`src/rtl/lrs_pkg.sv`:
```
// Shared constants, types and constant tables of the logistic regression SGD block.
package lrs_pkg;

	localparam int NUM_FEATURES    = 8;
	localparam int SIGMOID_ENTRIES = 256;

	localparam int FEAT_W    = 16;
	localparam int WEIGHT_W  = 32;
	localparam int W_DEPTH   = NUM_FEATURES + 1;
	localparam int ADDR_W    = $clog2(W_DEPTH);
	localparam int FIDX_W    = (NUM_FEATURES > 1) ? $clog2(NUM_FEATURES) : 1;
	localparam int LUT_IDX_W = $clog2(SIGMOID_ENTRIES);
	localparam int LR_W      = 24;

	// The bias is multiplied by 1.0 in Q1.15 so that it shares the feature datapath.
	localparam logic [FEAT_W:0] BIAS_SCALE = (FEAT_W + 1)'(32768);

	localparam logic [LR_W-1:0] LEARN_RATE_RESET = LR_W'(1678);

	localparam logic [1:0] ACT_PREDICT = 2'd0;
	localparam logic [1:0] ACT_TRAIN   = 2'd1;
	localparam logic [1:0] ACT_WRITE   = 2'd2;
	localparam logic [1:0] ACT_READ    = 2'd3;

	typedef enum logic [3:0] {
		ST_IDLE,
		ST_WRITE,
		ST_READ,
		ST_READ_WAIT,
		ST_PASS1,
		ST_DRAIN1,
		ST_CLAMP,
		ST_LOOKUP,
		ST_STEP,
		ST_PASS2,
		ST_DRAIN2,
		ST_FINISH
	} lrs_state_t;

	typedef struct packed {
		logic                       we;
		logic [ADDR_W-1:0]          waddr;
		logic signed [WEIGHT_W-1:0] wdata;
		logic [ADDR_W-1:0]          raddr;
	} wmem_req_t;

	typedef logic [W_DEPTH-1:0][WEIGHT_W-1:0] init_arr_t;
	typedef logic [SIGMOID_ENTRIES-1:0][15:0] sig_lut_t;

	function automatic init_arr_t init_weights();
		init_arr_t w;
		w = '0;
		for (int i = 0; i < W_DEPTH; i++) begin
			case (i)
				0: w[i] = 32'sd6554;
				1: w[i] = 32'sd13107;
				2: w[i] = -32'sd6554;
				3: w[i] = 32'sd19661;
				4: w[i] = 32'sd32768;
				5: w[i] = 32'sd39322;
				6: w[i] = 32'sd45875;
				7: w[i] = -32'sd13107;
				8: w[i] = 32'sd19661;
				default: w[i] = '0;
			endcase
		end
		return w;
	endfunction

	// One table entry: sigmoid at the middle of its cell, via a short series for exp
	// and eight squarings, then a rounded quotient formed by long division.
	function automatic logic [15:0] sigmoid_entry(int i);
		longint      m;
		logic [63:0] a;
		logic [63:0] t;
		logic [63:0] u;
		logic [63:0] a2;
		logic [63:0] a3;
		logic [63:0] a4;
		logic [63:0] e;
		logic [63:0] d;
		logic [63:0] n;
		logic [63:0] q;
		logic [63:0] r;
		m  = 2 * longint'(i) + 1 - longint'(SIGMOID_ENTRIES);
		a  = (m < 0) ? 64'(-m) : 64'(m);
		t  = (a << 34) / SIGMOID_ENTRIES;
		u  = t >> 8;
		a2 = ((u * u) >> 31) / 2;
		a3 = ((a2 * u) >> 31) / 3;
		a4 = ((a3 * u) >> 31) / 4;
		e  = (64'd1 << 31) - u + a2 - a3 + a4;
		for (int k = 0; k < 8; k++) begin
			e = (e * e) >> 31;
		end
		d = (64'd1 << 31) + e;
		n = ((m >= 0) ? (64'd1 << 47) : (e << 16)) + (d >> 1);
		q = '0;
		r = '0;
		for (int k = 63; k >= 0; k--) begin
			r = {r[62:0], n[k]};
			if (r >= d) begin
				r    = r - d;
				q[k] = 1'b1;
			end
		end
		return (q > 64'd65535) ? 16'hFFFF : q[15:0];
	endfunction

	function automatic sig_lut_t sigmoid_table();
		sig_lut_t lut;
		for (int i = 0; i < SIGMOID_ENTRIES; i++) begin
			lut[i] = sigmoid_entry(i);
		end
		return lut;
	endfunction

	localparam init_arr_t INIT_W      = init_weights();
	localparam sig_lut_t  SIGMOID_LUT = sigmoid_table();

endpackage

```
`src/rtl/lrs_wmem.sv`:
```
// Weight memory: synchronous single-port-write RAM with reset values supplied by valid bits.
module lrs_wmem (
	input  logic                                 clk,
	input  logic                                 arst_n,
	input  lrs_pkg::wmem_req_t                   req,
	output logic signed [lrs_pkg::WEIGHT_W-1:0]  rdata
);

	logic [lrs_pkg::WEIGHT_W-1:0] mem [lrs_pkg::W_DEPTH];
	logic [lrs_pkg::WEIGHT_W-1:0] mem_rd_q;
	logic [lrs_pkg::ADDR_W-1:0]   raddr_q;
	logic [lrs_pkg::W_DEPTH-1:0]  valid_q;
	logic                         rvalid_q;

	always_ff @(posedge clk) begin
		if (req.we) begin
			mem[req.waddr] <= req.wdata;
		end
		mem_rd_q <= mem[req.raddr];
		raddr_q  <= req.raddr;
	end

	// An entry never written since reset reads as its initial model value.
	always_ff @(posedge clk or negedge arst_n) begin
		if (!arst_n) begin
			valid_q  <= '0;
			rvalid_q <= 1'b0;
		end else begin
			if (req.we) begin
				valid_q[req.waddr] <= 1'b1;
			end
			rvalid_q <= valid_q[req.raddr];
		end
	end

	assign rdata = rvalid_q ? mem_rd_q : lrs_pkg::INIT_W[raddr_q];

endmodule

```
`src/rtl/logistic_regression_sgd.sv`:
```
// Top level of the logistic regression classifier with on-line SGD training.
//
// Holds a bias and eight Q16.16 weights in a small RAM and serves one item at a time.
// A predict item runs the dot-product pass, a drain, the clamp and the lookup; a train item
// then forms the step and runs the update pass and a drain. A weight write passes the write
// state, a weight read the read and read-wait states. Each item ends in the finish state,
// which loads the result; the next item is taken only once the block is back in idle. The
// weight RAM gives one weight per cycle, and one multiplier is shared between the dot-product
// pass and the update pass over all nine weights. A finished result is held in an output
// register, so the next item is taken while it waits; an item whose result is ready while
// the previous one is still held waits until that one is taken.
// The learning rate register may be written only while no item is in progress.
module logistic_regression_sgd (
	input  logic                                 clk,
	input  logic                                 arst_n,
	input  logic                                 in_valid,
	output logic                                 in_ready,
	input  logic [1:0]                           action,
	input  logic [3:0]                           weight_index,
	input  logic signed [31:0]                   weight_value,
	input  logic [15:0]                          feature_0,
	input  logic [15:0]                          feature_1,
	input  logic [15:0]                          feature_2,
	input  logic [15:0]                          feature_3,
	input  logic [15:0]                          feature_4,
	input  logic [15:0]                          feature_5,
	input  logic [15:0]                          feature_6,
	input  logic [15:0]                          feature_7,
	input  logic                                 label,
	output logic                                 out_valid,
	input  logic                                 out_ready,
	output logic [15:0]                          probability,
	output logic                                 predicted_class,
	output logic signed [31:0]                   weight_out,
	output logic                                 saturated,
	input  logic                                 cfg_valid,
	output logic                                 cfg_ready,
	input  logic [23:0]                          cfg_data
);

	localparam int ADDR_W   = lrs_pkg::ADDR_W;
	localparam int FEAT_W   = lrs_pkg::FEAT_W;
	localparam int WEIGHT_W = lrs_pkg::WEIGHT_W;
	localparam int NF       = lrs_pkg::NUM_FEATURES;
	localparam int A_W      = 43;
	localparam int PROD_W   = A_W + FEAT_W + 2;
	localparam int NEW_W    = PROD_W + 1;
	localparam int ACC_W    = 52;
	localparam int UPD_SH   = 39;
	localparam int SUM_SH   = 35;
	localparam int SCALE_W  = 36 + lrs_pkg::LUT_IDX_W + 1;
	localparam int IDXF_W   = SCALE_W - SUM_SH;

	localparam logic [ADDR_W-1:0]       LAST_IDX   = ADDR_W'(NF);
	localparam logic signed [ACC_W-1:0] SUM_LIMIT  = ACC_W'(64'sd1 <<< 34);
	localparam logic signed [PROD_W-1:0] ROUND_HALF = PROD_W'(64'sd1 <<< (UPD_SH - 1));
	localparam logic signed [NEW_W-1:0] W_MAX_X    = NEW_W'(64'sd2147483647);
	localparam logic signed [NEW_W-1:0] W_MIN_X    = NEW_W'(-64'sd2147483648);

	lrs_pkg::lrs_state_t state_q, state_d;
	lrs_pkg::wmem_req_t  mem_req;

	logic signed [WEIGHT_W-1:0] mem_rdata;
	logic                       issue;
	logic                       finish_load;
	logic                       accept;

	// Item held for the whole of its processing.
	logic [1:0]                 act_q;
	logic [ADDR_W-1:0]          widx_q;
	logic                       wrange_q;
	logic signed [WEIGHT_W-1:0] wval_q;
	logic [FEAT_W-1:0]          feat_q [NF];
	logic                       label_q;
	logic [FEAT_W-1:0]          feat_in [NF];

	logic [ADDR_W-1:0]          cnt_q;
	logic [lrs_pkg::LR_W-1:0]   learn_rate_q;

	// Read and multiply pipeline.
	logic                       v_s1, v_s2;
	logic                       pass2_s1, pass2_s2;
	logic [ADDR_W-1:0]          idx_s1, idx_s2;
	logic [FEAT_W:0]            f_s1;
	logic signed [PROD_W-1:0]   prod_s2;
	logic signed [WEIGHT_W-1:0] w_s2;
	logic [FEAT_W:0]            f_sel;
	logic signed [A_W-1:0]      mul_a;
	logic signed [FEAT_W+1:0]   mul_b;

	logic signed [ACC_W-1:0]    acc_q;
	logic [lrs_pkg::LUT_IDX_W-1:0] lut_idx_q;
	logic [15:0]                prob_q;
	logic signed [A_W-1:0]      step_q;
	logic signed [WEIGHT_W-1:0] wout_q;
	logic                       sat_q;

	logic [15:0]                probability_q;
	logic                       predicted_class_q;
	logic signed [WEIGHT_W-1:0] weight_out_q;
	logic                       saturated_q;
	logic                       out_valid_q;

	// Sum clamp and table index.
	logic                       clamp_hi, clamp_lo;
	logic signed [ACC_W-1:0]    clamped;
	logic signed [ACC_W-1:0]    clamped_off;
	logic [SCALE_W-1:0]         scaled;
	logic [IDXF_W-1:0]          idx_full;
	logic [lrs_pkg::LUT_IDX_W-1:0] lut_idx;

	// Error times learning rate.
	logic signed [17:0]         err;
	logic signed [A_W-1:0]      err_ext;
	logic signed [A_W-1:0]      lr_ext;
	logic signed [A_W-1:0]      step;

	// Weight update.
	logic signed [PROD_W-1:0]   upd_full;
	logic signed [NEW_W-1:0]    w_ext, u_ext, new_full;
	logic                       upd_hi, upd_lo;
	logic signed [WEIGHT_W-1:0] new_w;

	function automatic logic [lrs_pkg::FIDX_W-1:0] FIDX_CAST(logic [ADDR_W-1:0] c);
		logic [ADDR_W-1:0] d;
		d = c - ADDR_W'(1);
		return lrs_pkg::FIDX_W'(d);
	endfunction

	assign feat_in[0] = feature_0;
	assign feat_in[1] = feature_1;
	assign feat_in[2] = feature_2;
	assign feat_in[3] = feature_3;
	assign feat_in[4] = feature_4;
	assign feat_in[5] = feature_5;
	assign feat_in[6] = feature_6;
	assign feat_in[7] = feature_7;

	assign accept    = in_valid && in_ready;
	assign cfg_ready = 1'b1;

	lrs_wmem u_wmem (
		.clk    (clk),
		.arst_n (arst_n),
		.req    (mem_req),
		.rdata  (mem_rdata)
	);

	always_ff @(posedge clk or negedge arst_n) begin
		if (!arst_n) begin
			state_q <= lrs_pkg::ST_IDLE;
		end else begin
			state_q <= state_d;
		end
	end

	always_comb begin
		state_d       = state_q;
		in_ready      = 1'b0;
		issue         = 1'b0;
		finish_load   = 1'b0;
		mem_req       = '0;
		mem_req.raddr = cnt_q;
		if (v_s2 && pass2_s2) begin
			mem_req.we    = 1'b1;
			mem_req.waddr = idx_s2;
			mem_req.wdata = new_w;
		end
		case (state_q)
			lrs_pkg::ST_IDLE: begin
				in_ready = 1'b1;
				if (in_valid) begin
					case (action)
						lrs_pkg::ACT_PREDICT, lrs_pkg::ACT_TRAIN: state_d = lrs_pkg::ST_PASS1;
						lrs_pkg::ACT_WRITE: state_d = lrs_pkg::ST_WRITE;
						default:            state_d = lrs_pkg::ST_READ;
					endcase
				end
			end
			lrs_pkg::ST_WRITE: begin
				mem_req.we    = wrange_q;
				mem_req.waddr = widx_q;
				mem_req.wdata = wval_q;
				state_d       = lrs_pkg::ST_FINISH;
			end
			lrs_pkg::ST_READ: begin
				mem_req.raddr = widx_q;
				state_d       = lrs_pkg::ST_READ_WAIT;
			end
			lrs_pkg::ST_READ_WAIT: state_d = lrs_pkg::ST_FINISH;
			lrs_pkg::ST_PASS1: begin
				issue = 1'b1;
				if (cnt_q == LAST_IDX) begin
					state_d = lrs_pkg::ST_DRAIN1;
				end
			end
			lrs_pkg::ST_DRAIN1: begin
				if (!v_s1 && !v_s2) begin
					state_d = lrs_pkg::ST_CLAMP;
				end
			end
			lrs_pkg::ST_CLAMP: state_d = lrs_pkg::ST_LOOKUP;
			lrs_pkg::ST_LOOKUP: begin
				state_d = (act_q == lrs_pkg::ACT_TRAIN) ? lrs_pkg::ST_STEP : lrs_pkg::ST_FINISH;
			end
			lrs_pkg::ST_STEP: state_d = lrs_pkg::ST_PASS2;
			lrs_pkg::ST_PASS2: begin
				issue = 1'b1;
				if (cnt_q == LAST_IDX) begin
					state_d = lrs_pkg::ST_DRAIN2;
				end
			end
			lrs_pkg::ST_DRAIN2: begin
				if (!v_s1 && !v_s2) begin
					state_d = lrs_pkg::ST_FINISH;
				end
			end
			lrs_pkg::ST_FINISH: begin
				if (!out_valid_q || out_ready) begin
					finish_load = 1'b1;
					state_d     = lrs_pkg::ST_IDLE;
				end
			end
			default: state_d = lrs_pkg::ST_IDLE;
		endcase
	end

	// Feature paired with the weight being read; index zero is the bias.
	assign f_sel = (cnt_q == '0) ? lrs_pkg::BIAS_SCALE
		: {1'b0, feat_q[FIDX_CAST(cnt_q)]};

	assign mul_a = pass2_s1 ? step_q : {{(A_W-WEIGHT_W){mem_rdata[WEIGHT_W-1]}}, mem_rdata};
	assign mul_b = {1'b0, f_s1};

	always_ff @(posedge clk or negedge arst_n) begin
		if (!arst_n) begin
			cnt_q        <= '0;
			v_s1         <= 1'b0;
			v_s2         <= 1'b0;
			out_valid_q  <= 1'b0;
			learn_rate_q <= lrs_pkg::LEARN_RATE_RESET;
		end else begin
			if (accept || (issue && cnt_q == LAST_IDX)) begin
				cnt_q <= '0;
			end else if (issue) begin
				cnt_q <= cnt_q + ADDR_W'(1);
			end
			v_s1 <= issue;
			v_s2 <= v_s1;
			if (finish_load) begin
				out_valid_q <= 1'b1;
			end else if (out_ready) begin
				out_valid_q <= 1'b0;
			end
			if (cfg_valid) begin
				learn_rate_q <= cfg_data;
			end
		end
	end

	always_ff @(posedge clk) begin
		if (accept) begin
			act_q    <= action;
			widx_q   <= ADDR_W'(weight_index);
			wrange_q <= (weight_index <= 4'(NF));
			wval_q   <= weight_value;
			feat_q   <= feat_in;
			label_q  <= label;
		end

		pass2_s1 <= (state_q == lrs_pkg::ST_PASS2);
		idx_s1   <= cnt_q;
		f_s1     <= f_sel;
		pass2_s2 <= pass2_s1;
		idx_s2   <= idx_s1;
		w_s2     <= mem_rdata;
		prod_s2  <= mul_a * mul_b;

		if (accept) begin
			acc_q  <= '0;
			prob_q <= '0;
			wout_q <= '0;
			sat_q  <= 1'b0;
		end else begin
			if (v_s2 && !pass2_s2) begin
				acc_q <= acc_q + ACC_W'(prod_s2);
			end
			if (state_q == lrs_pkg::ST_CLAMP) begin
				lut_idx_q <= lut_idx;
				if (clamp_hi || clamp_lo) begin
					sat_q <= 1'b1;
				end
			end
			if (state_q == lrs_pkg::ST_LOOKUP) begin
				prob_q <= lrs_pkg::SIGMOID_LUT[lut_idx_q];
			end
			if (state_q == lrs_pkg::ST_STEP) begin
				step_q <= step;
			end
			if (state_q == lrs_pkg::ST_READ_WAIT) begin
				wout_q <= wrange_q ? mem_rdata : '0;
			end
			if (v_s2 && pass2_s2 && (upd_hi || upd_lo)) begin
				sat_q <= 1'b1;
			end
		end

		if (finish_load) begin
			probability_q     <= prob_q;
			predicted_class_q <= (prob_q > 16'd32768);
			weight_out_q      <= wout_q;
			saturated_q       <= sat_q;
		end
	end

	// The sum is limited to plus or minus 8.0 before indexing the sigmoid table.
	assign clamp_hi    = acc_q > SUM_LIMIT;
	assign clamp_lo    = acc_q < -SUM_LIMIT;
	assign clamped     = clamp_hi ? SUM_LIMIT : (clamp_lo ? -SUM_LIMIT : acc_q);
	assign clamped_off = clamped + SUM_LIMIT;
	assign scaled      = SCALE_W'(clamped_off[35:0]) * SCALE_W'(lrs_pkg::SIGMOID_ENTRIES);
	assign idx_full    = scaled[SCALE_W-1:SUM_SH];
	assign lut_idx     = (idx_full >= IDXF_W'(lrs_pkg::SIGMOID_ENTRIES))
		? lrs_pkg::LUT_IDX_W'(lrs_pkg::SIGMOID_ENTRIES - 1)
		: idx_full[lrs_pkg::LUT_IDX_W-1:0];

	assign err     = $signed({2'b00, prob_q}) - $signed({1'b0, label_q, 16'b0});
	assign err_ext = {{(A_W-18){err[17]}}, err};
	assign lr_ext  = {{(A_W-lrs_pkg::LR_W){1'b0}}, learn_rate_q};
	assign step    = err_ext * lr_ext;

	// Round half up, subtract and saturate to the signed 32-bit range.
	assign upd_full = (prod_s2 + ROUND_HALF) >>> UPD_SH;
	assign w_ext    = {{(NEW_W-WEIGHT_W){w_s2[WEIGHT_W-1]}}, w_s2};
	assign u_ext    = {upd_full[PROD_W-1], upd_full};
	assign new_full = w_ext - u_ext;
	assign upd_hi   = new_full > W_MAX_X;
	assign upd_lo   = new_full < W_MIN_X;
	assign new_w    = upd_hi ? 32'sh7FFFFFFF : (upd_lo ? 32'sh80000000 : new_full[WEIGHT_W-1:0]);

	assign out_valid       = out_valid_q;
	assign probability     = probability_q;
	assign predicted_class = predicted_class_q;
	assign weight_out      = weight_out_q;
	assign saturated       = saturated_q;

endmodule

```
`config.mk`:
```
export PLATFORM = sky130hd
export DESIGN_NAME = logistic_regression_sgd
export DESIGN_NICKNAME = d
export VERILOG_FILES = /design/src/rtl/lrs_pkg.sv /design/src/rtl/lrs_wmem.sv /design/src/rtl/logistic_regression_sgd.sv
export SDC_FILE = /design/constraint.sdc
export NUM_CORES = 2
export LEC_CHECK = 0
export BUFFER_PORTS_ARGS = -buffer_cell sky130_fd_sc_hd__clkbuf_2
export CORE_AREA = 4 4 337 339
export CTS_CLUSTER_SIZE = 20
export DETAILED_ROUTE_END_ITERATION = 7
export DIE_AREA = 0 0 341 343
export PLACE_DENSITY = 0.86
export SLEW_MARGIN = 10
export SYNTH_ARGS = -nofsm -noshare
export SYNTH_HDL_FRONTEND = slang
export SYNTH_SLANG_ARGS = --single-unit
```
`constraint.sdc`:
```
create_clock -name clk -period 11 [get_ports clk]
set_clock_uncertainty 0.15 [all_clocks]
set_input_delay 2.2 -clock clk [delete_from_list [all_inputs] [get_ports clk]]
set_output_delay 2.2 -clock clk [all_outputs]
set_load 0.03 [all_outputs]
```
==> key figures <==
Synth
  • Sequential area share after synthesis: 30.0%
  • Syn_area_per_cell: 9.53 um2
  • Flop and latch count out of synthesis: 862
  • Synth cell types: 104
  • Post-Syn Nets: 9659
  • Synth cell count leaders: nand2_1 (1402), inv_1 (1283), fa_1 (996)
  • Synth top area share: 25.9%
  • Synth top area cells: fa_1 (26%), edfxtp_1 (22%), nand2_1 (6.8%)
  • Async set or reset register ratio after synthesis: 5.22%
  • Cells after synthesis: 8076
  • Top-count cell post-synth: nand2_1
  • Post-synth EDFFs: 557
  • Main synth FF type: edfxtp_1
  • Synth area leader: fa_1
  • Syn Std Cell Area: 0.0770 mm2
  • Yosys synthesis warning count: 0

Setup path
  • Critical path peak fanout: 37
  • Critical Path RT: 11.44 ns
  • Type of the worst setup path: register to register
  • CP endpoint kind: register
  • CP Launch Type: register
  • CP arrival: 9.27 ns

Timing
  • Period utilization: 80.2%
  • Final Max Tran Viols: 0
  • Setup TNS: 0 ns
  • Worst-margin pin slew: 1.13 ns
  • Worst setup margin: 2.17 ns
  • RSZ-0062 raised after global routing: no
  • Min Tclk post-route: 8.83 ns
  • Final setup viols: 0
  • Hold Vio Cnt, Final: 0
  • Max Freq: 113 MHz
  • Normalized max-slew margin: 24.2%

CTS
  • Max Root-Sink Buffers: 3
  • Reg clk slew, reported paths: 0.06 ns
  • Num CTS Buffers: 86
  • CTS resizes: 0
  • H-tree levels: 3
  • Hold bufs inserted after CTS: 0
  • Clock Tree Root: clkbuf_16
  • Post-CTS Repair Setup Buffers: 0
  • CTS Sinks: 862
  • Worst-Skew Late Latency: 0.71 ns
  • CTS tree: built

Route
  • ANT nets after route: 0
  • DRC viols: 30
  • DR WL/cell: 22.9 um
  • Vias: 59800
  • Total Wirelength: 220000 um
  • Drt via density: 6.21
  • First-pass DRT Iterations: 8
  • Drt initial violations: 6310

Global routing
  • First-pass GRT wire length: 343000 um
  • Pin count of the biggest net entering global routing: 110
  • Grt total ovfl: 0
  • GRT Util Overall: 37.9%
  • Vias in the first global route: 62700
  • Antenna violations before repair: 9

Finish
  • Sequential standard cell area: 0.0231 mm2
  • Area grow syn2layout: 6.68%
  • Final core occ: 74.4%
  • Fill count: 7478
  • Final #Nets: 9633
  • Share of layout cells above drive strength 1: 8.10%
  • Non-Filler Instances: 9623
  • Footprint of the multi-input gates: 0.0474 mm2

Placement
  • Number of port buffers: 247
  • Pre-CTS setup slack: 2.18 ns
  • Placed cell count: 9450
  • Hpwl dp: 159000 um
  • GPL Wtd Cong: 0.998

Min path
  • Worst min path class: register to register

Job
  • Number of max-cap violations: 0

Status
  • Status: finished with violations
  • Violated checks: design-rule violations

Die
  • Initial Util: 69.8%
  • Number of cell rows: 122
  • Die area: 0.117 mm2
  • Die width: 341 um
  • Core area: 0.110 mm2
  • Chip Height: 343 um
  • Top-level I/O count: 249
==> area by class of cell <==
type	instances	share of cell area (%)
multi-input cells	5466	57.8
flip-flops and latches	862	28.1
inverters	1287	5.89
clock buffers	124	2.90
repair buffers	347	2.42
well taps	1488	2.27
clock inverters	36	0.631
diodes	13	0.0396
==> routing by layer <==
layer | up-vias | wire length, um | part of all wire [%] | track usage (%)
met4 | 0 | 13500 | 6.2 | 20.3
met1 | 29300 | 78600 | 36 | 47.7
li1 | 25900 | - | - | -
met3 | 844 | 25600 | 12 | 9.78
met5 | - | 0 | 0 | 0
met2 | 3783 | 102000 | 46 | 60.7
==> cells by family (layout without fill, tap and decap cells) <==
logic type | after synthesis | count (layout) | share of synthesized area, %
other cells | 1 | 14 | 0.00487
flops | 862 | 862 | 30.0
fa+ha+maj | 1387 | 1387 | 32.3
xor+xnor | 174 | 174 | 1.98
simple gates | 2720 | 2720 | 16.2
compound gates | 1076 | 1076 | 8.89
buf+inv | 1748 | 1794 | 8.64
mux | 108 | 108 | 2.09
==> stage by stage <==
stage	instance area [um2]	hold WS [ns]
final	82100	0.181
after global routing	82100	0.186
after CTS	82100	0.180
after detailed placement	79200	0.166
after global placement	79200	0.161
after floorplan	77000	0.160
==> sequential cells by signal (all words and copies together), names as in the netlist, 2 cells and up, named ones only <==
register         flops
acc_q               52
act_q                2
cnt_q                4
f_s1                16
feat_q             128
idx_s1               4
idx_s2               4
learn_rate_q        24
lut_idx_q            8
prob_q              16
probability         16
prod_s2             61
state_q              4
step_q              43
u_wmem.mem         288
u_wmem.mem_rd_q     32
u_wmem.valid_q       9
w_s2                32
weight_out          32
widx_q               4
wout_q              32
wval_q              32
==> critical path, stage by stage (launching register included) <==
cell      delay [ns]
dfrtp_1         0.32
buf_4           0.34
nand2b_1        0.60
nand2_1         0.31
nor2_1          0.77
a21oi_2         0.32
and2_1          0.29
fa_1            0.54
inv_1           0.05
fa_1            0.47
fa_1            0.56
inv_1           0.07
fa_1            0.49
fa_1            0.51
inv_1           0.05
fa_1            0.47
inv_1           0.04
ha_1            0.43
and4_1          0.25
nand3_1         0.16
nor3_1          0.24
nand2_1         0.08
o22ai_1         0.26
o31a_1          0.24
o221ai_1        0.24
o221ai_1        0.24
a21oi_1         0.11
xnor2_1         0.13
==> path summary, 6_finish.rpt <==
kind	endpoint	slack, ns	startpoint	cells after the start
setup reg to reg	prod_s2[58]$_DFF_P_	2.17	u_wmem.rvalid_q$_DFF_PN0_	27
max in group asynchronous	cnt_q[0]$_DFFE_PN0P_	8.66	arst_n	2
setup / recovery	prod_s2[58]$_DFF_P_	2.17	u_wmem.rvalid_q$_DFF_PN0_	27
hold reg to reg	idx_s2[3]$_DFF_P_	0.18	idx_s1[3]$_DFF_P_	0
min in group asynchronous	learn_rate_q[15]$_DFFE_PN0P_	1.53	arst_n	2
hold / removal	idx_s2[3]$_DFF_P_	0.18	idx_s1[3]$_DFF_P_	0
==> cell usage in the layout (no fill, tap or decap), types with 29 or more instances in the layout <==
cell type / count
nand2b_1: 59
mux4_2: 36
a211oi_1: 43
clkbuf_1: 30
xnor2_1: 105
nor2_1: 269
xor2_1: 69
dfrtp_1: 38
o21ai_0: 183
clkbuf_16: 87
a31oi_1: 87
nor3_1: 66
a21oi_1: 381
and2_1: 395
mux2_2: 62
nand3_1: 300
nand2_1: 1402
inv_1: 1283
fa_1: 996
buf_4: 100
clkbuf_2: 247
dfxtp_1: 256
edfxtp_1: 557
a21o_1: 93
nand4_1: 34
ha_1: 391
and3_1: 29
nor2b_1: 54
a221o_1: 33
Power is left out: the tool's default activity adds up to more than one toggle a clock period on the data nets, which glitch-free logic cannot reach.
